$ cat config.mk
export PLATFORM = sky130hd
export DESIGN_NAME = pral_ctrl
export DESIGN_NICKNAME = d
export VERILOG_FILES = /design/src/design/pral_pkg.sv /design/src/design/pral_ctrl.sv
export VERILOG_INCLUDE_DIRS = /design/src /design/src/design
export SDC_FILE = /design/constraint.sdc
export NUM_CORES = 1
export LEC_CHECK = 0
export ABC_AREA = 1
export BUFFER_PORTS_ARGS = -buffer_cell sky130_fd_sc_hd__buf_4
export CAP_MARGIN = 20
export CELL_PAD_IN_SITES_DETAIL_PLACEMENT = 0
export CELL_PAD_IN_SITES_GLOBAL_PLACEMENT = 1
export CORE_AREA = 2 2 39 41
export CTS_CLUSTER_SIZE = 25
export DETAILED_ROUTE_END_ITERATION = 8
export DIE_AREA = 0 0 41 43
export GPL_TIMING_DRIVEN = 1
export PLACE_DENSITY = 0.54
export SYNTH_ARGS = -nofsm -noshare
export SYNTH_HDL_FRONTEND = slang
export SYNTH_SLANG_ARGS = --single-unit
$ cat constraint.sdc
create_clock -name clk -period 1.1 [get_ports clk]
set_input_delay 0.11 -clock clk [delete_from_list [all_inputs] [get_ports clk]]
set_output_delay 0.11 -clock clk [all_outputs]
set_load 0.01 [all_outputs]
$ cat src/design/port_range_allocator_lru_macros.svh
// ----------------------------------------------------------------------------
// Port range allocator assertion macros
// Shared concurrent assertion forms for the allocator modules.
// ----------------------------------------------------------------------------
`ifndef PORT_RANGE_ALLOCATOR_LRU_MACROS_SVH
`define PORT_RANGE_ALLOCATOR_LRU_MACROS_SVH

// Same-cycle implication, checked at every edge outside reset.
`define PRAL_ASSERT_IMP(lbl, clk, rst_n, ante, cons, msg) \
    lbl: assert property (@(posedge clk) disable iff (!rst_n) (ante) |-> (cons)) \
        else $error(msg);

// Next-cycle implication, checked at every edge outside reset.
`define PRAL_ASSERT_NXT(lbl, clk, rst_n, ante, cons, msg) \
    lbl: assert property (@(posedge clk) disable iff (!rst_n) (ante) |=> (cons)) \
        else $error(msg);

`endif

$ cat src/design/pral_pkg.sv
// ----------------------------------------------------------------------------
// Port range allocator package
// Sizes, codes and control types shared by the allocator modules.
// ----------------------------------------------------------------------------
package pral_pkg;

    localparam int RING_DEPTH = 1024;
    localparam int RING_AW    = (RING_DEPTH > 1) ? $clog2(RING_DEPTH) : 1;
    localparam int CNT_W      = $clog2(RING_DEPTH + 1);
    localparam int PORT_W     = 16;
    localparam int FRESH_W    = PORT_W + 1;
    localparam int CFG_IDX_W  = 2;
    localparam int STATUS_W   = 2;

    localparam logic [PORT_W-1:0] RANGE_LOW_RST  = 16'd0;
    localparam logic [PORT_W-1:0] RANGE_HIGH_RST = 16'd1023;

    typedef logic [PORT_W-1:0]    port_t;
    typedef logic [FRESH_W-1:0]   fresh_t;
    typedef logic [RING_AW-1:0]   ring_idx_t;
    typedef logic [CNT_W-1:0]     ring_cnt_t;
    typedef logic [CFG_IDX_W-1:0] cfg_idx_t;
    typedef logic [STATUS_W-1:0]  status_t;

    // Request commands
    localparam logic CMD_ALLOC   = 1'b0;
    localparam logic CMD_RELEASE = 1'b1;

    // Register indexes
    localparam cfg_idx_t CFG_RANGE_LOW  = 2'd0;
    localparam cfg_idx_t CFG_RANGE_HIGH = 2'd1;

    // Result status codes
    localparam status_t STATUS_GRANTED  = 2'd0;
    localparam status_t STATUS_NONE     = 2'd1;
    localparam status_t STATUS_RELEASED = 2'd2;
    localparam status_t STATUS_DROPPED  = 2'd3;

    // Operation chosen for an accepted item
    typedef enum logic [2:0] {
        OP_FRESH,
        OP_POP,
        OP_PUSH,
        OP_NONE,
        OP_DROP
    } op_t;

    typedef struct packed {
        logic take;
        op_t  op;
        logic pop_load;
    } ctl_cmd_t;

    typedef struct packed {
        logic fresh_avail;
        logic ring_empty;
        logic ring_full;
        logic out_free;
    } dp_stat_t;

endpackage

$ cat src/design/pral_ctrl.sv
// ----------------------------------------------------------------------------
// Port range allocator controller
// Accepts requests, picks the operation and sequences ring reads.
// ----------------------------------------------------------------------------
`include "port_range_allocator_lru_macros.svh"

module pral_ctrl (
    input  logic               clk,
    input  logic               rst_n,
    input  logic               in_valid,
    output logic               in_stall,
    input  logic               cmd,
    input  pral_pkg::dp_stat_t stat,
    output pral_pkg::ctl_cmd_t ctl
);
    import pral_pkg::*;

    typedef enum logic [1:0] {
        ST_IDLE = 2'b01,
        ST_POP  = 2'b10
    } state_t;

    state_t state_reg, state_next;
    op_t    op;

    always_comb
    begin
        if (cmd == CMD_ALLOC) begin
            priority if (stat.fresh_avail) begin
                op = OP_FRESH;
            end else if (!stat.ring_empty) begin
                op = OP_POP;
            end else begin
                op = OP_NONE;
            end
        end else begin
            op = stat.ring_full ? OP_DROP : OP_PUSH;
        end
    end

    assign in_stall     = !((state_reg == ST_IDLE) && stat.out_free);
    assign ctl.take     = in_valid && !in_stall;
    assign ctl.op       = op;
    assign ctl.pop_load = (state_reg == ST_POP);

    always_comb
    begin
        unique case (state_reg)
            ST_IDLE: state_next = (ctl.take && op == OP_POP) ? ST_POP : ST_IDLE;
            ST_POP:  state_next = ST_IDLE;
            default: state_next = ST_IDLE;
        endcase
    end

    always_ff @(posedge clk or negedge rst_n)
    begin
        if (!rst_n) begin
            state_reg <= ST_IDLE;
        end else begin
            state_reg <= state_next;
        end
    end

    `PRAL_ASSERT_NXT(a_pop_enter, clk, rst_n, ctl.take && op == OP_POP,
        state_reg == ST_POP, "ring pop did not enter read state")
    `PRAL_ASSERT_NXT(a_pop_leave, clk, rst_n, state_reg == ST_POP,
        state_reg == ST_IDLE, "read state held past one cycle")
    `PRAL_ASSERT_IMP(a_pop_nonempty, clk, rst_n, ctl.take && op == OP_POP,
        !stat.fresh_avail && !stat.ring_empty, "pop chosen without ring entry")

endmodule

==> flow_metrics.py <==
metrics = {
    "status": {
        "status": "complete, but fails checks",
        "violations": "negative setup slack",
    },
    "global_routing": {
        "grt-ovfl-total": 0,
        "antenna_found_initial": 0,
        "grt_pass1_wl_um": 489,
        "grt_max_degree": 4,
        "track_usage_pct": 4.82,
        "grt_pass1_vias": 148,
    },
    "die": {
        "core_um2": 1380,
        "die_h_um": 43,
        "initial_core_util_pct": 9.76,
        "die-area_um2": 1760,
        "fp.dieW_um": 41,
        "ios": 14,
        "rows": 14,
    },
    "critical_path": {
        "r2r_cells": 3,
        "r2r_start": "state_reg[0]",
        "crit_fanout": 2,
        "critPathArrivalTime_ns": 1.07,
        "end_kind": "primary output",
        "r2r_setup_slack_ns": 0.23,
        "required_ns": 0.99,
        "worstSetupStartpointType": "flop",
        "worstSetupStartpoint": "state_reg[0]",
        "worstReg2RegEnd": "state_reg[1]",
        "critPathKind": "flop to primary output",
    },
    "timing": {
        "hold_viol_final": 0,
        "clock_skew_ns": 0.00478,
        "rsz0062_at_grt": "yes",
        "finalSetupTns_ns": -0.113,
        "tightest_slew_ns": 0.134,
        "setup_viol": 2,
        "fmax_mhz": 850,
        "finalCritPeriodShare_pct": 107,
        "slew_violations": 0,
        "worst_slack_ns": -0.0770,
        "min_period_ns": 1.18,
        "relSlewSlack_pct": 91.0,
    },
    "cts": {
        "clkSinkCount": 2,
        "path_clk_slew_ns": 0.04,
        "htree_levels": 1,
        "clockBufferDepth": 2,
        "clock-root-buffer": "clkbuf_4",
        "cts-buffers-inserted": 3,
        "insertion_delay_ns": 0.23,
        "cts_tree": "done",
    },
    "synth": {
        "synthesis.nets": 27,
        "ys_ff_latch": 2,
        "yosysWarnings": 0,
        "yosys.cell_types.count": 10,
        "syn_inst": 19,
        "syn_area_um2": 135,
        "ys_seq_area_share_pct": 38.0,
        "synth.avg_cell_area_um2": 7.11,
    },
    "worst_hold_path": {
        "min_from": "stat[3]",
        "hold_end": "state_reg[1]",
        "hold_path_class": "input pin to flop",
        "min_path_cells": 4,
    },
    "final_layout": {
        "layout-drive-gt1-share_pct": 60.5,
        "finalNetCount": 47,
        "diodes": 0,
        "utilization_pct": 21.4,
        "largest_reg_flops": 2,
        "area_growth_pct": 119,
        "instances_no_fill": 54,
        "final.fill_count": 159,
    },
    "detailed_routing": {
        "drt_iter0_drc": 0,
        "vias_per_cell": 3.20,
        "drc": 0,
        "dr.pass1.iters": 1,
        "wl_per_cell_um": 6.35,
        "ant_nets": 0,
        "num_vias": 173,
        "routed_wl_um": 343,
    },
    "power_and_ir_drop": {
        "peakVddDrop_mv": 0.244,
        "p_leak_uw": 0.000166,
        "powerDensity_nw_per_um2": 1110,
    },
    "placed_design": {
        "portBuffers": 13,
        "dp.cells": 48,
        "gp_congestion": 0.559,
    },
    "run": {
        "max_cap_viol_count": 0,
    },
}
[cells in the mapped netlist (all sizes together)]
cell type  n  share of area, %
inv        6                17
nand2      4                13
nor2       4                17
dfrtp      1                19
dfstp      1                19
nand3      1               7.4
nand4      1               4.6
o21ai      1               3.7
[power breakdown]
part | internal (uW) | total (uW) | switching [uW]
logic | 39.0 | 67.3 | 28.3
clock network | 135 | 186 | 50.8
registers | 75.8 | 76.3 | 0.516
[metal layers]
metal	GRT usage [%]	up-vias	wire length, um
li1	-	94	-
met2	5.94	13	149
met1	4.50	64	124
met3	1.57	2	53
met5	0	-	0
met4	8.00	0	16
[how the worst max path moves through the flow]
stage,to,slack (ns),cells after the start
2_1_floorplan,state_reg[0],0.16,3
3_3_place_gp,ctl[4],0.13,3
3_5_place_dp,ctl[4],0.14,3
4_1_cts,ctl[4],-0.09,3
5_1_grt,ctl[4],-0.13,3
6_report,ctl[4],-0.08,3
[per-stage QoR]
| step | cell area (um^2) | total power (uW) | worst slack [ns] | hold slack [ns] |
|---|---|---|---|---|
| 2_1_floorplan | 135 | 100 | 0.159 | -0.186 |
| 3_3_place_gp | 253 | 142 | 0.129 | -0.107 |
| 3_5_place_dp | 253 | 142 | 0.143 | -0.105 |
| 4_1_cts | 297 | 342 | -0.0912 | 0.126 |
| 5_1_grt | 297 | 361 | -0.128 | 0.143 |
| 6_report | 297 | 330 | -0.0770 | 0.132 |
[area by class of cell]
| type | instances | area, um^2 | area share (%) |
|---|---|---|---|
| Timing Repair Buffer | 15 | 115 | 38.8 |
| Multi-Input combinational cell | 11 | 61.3 | 20.7 |
| Sequential cell | 2 | 51.3 | 17.3 |
| Clock buffer | 4 | 26.3 | 8.86 |
| Inverter | 6 | 22.5 | 7.59 |
| Tap cell | 16 | 20.0 | 6.75 |
[logic make-up (layout without fill, tap and decap cells)]
family          Yosys count  count (layout)  share of synthesized area, %
simple gates             10              10                          41.7
flops                     2               2                          38.0
buf+inv                   6              25                          16.7
compound gates            1               1                          3.70
[worst max-delay path: stages (launching register included)]
cell     delay, ns
dfstp_2       0.53
nand3_2       0.08
nor2_2        0.10
buf_4         0.13
[repair_timing]
| item | 4_1_cts | 5_1_grt |
|---|---|---|
| gates resized for setup | 0 | 0 |
| hold endpoints to repair | 2 | 0 |
| buffers inserted | 1 | 0 |
| hold buffers | 1 | 0 |
| setup endpoints to repair | 2 | 3 |
[layout by cell type, fill, tap and decap left out, types with 3 or more instances in the layout]
| cell | synthesis | final |
|---|---|---|
| inv_1 | 6 | 6 |
| buf_4 | 0 | 14 |
| nor2_2 | 3 | 3 |
| nand2_1 | 3 | 3 |
| clkbuf_4 | 0 | 3 |
Note: power is estimated with default switching activity, not from simulation.
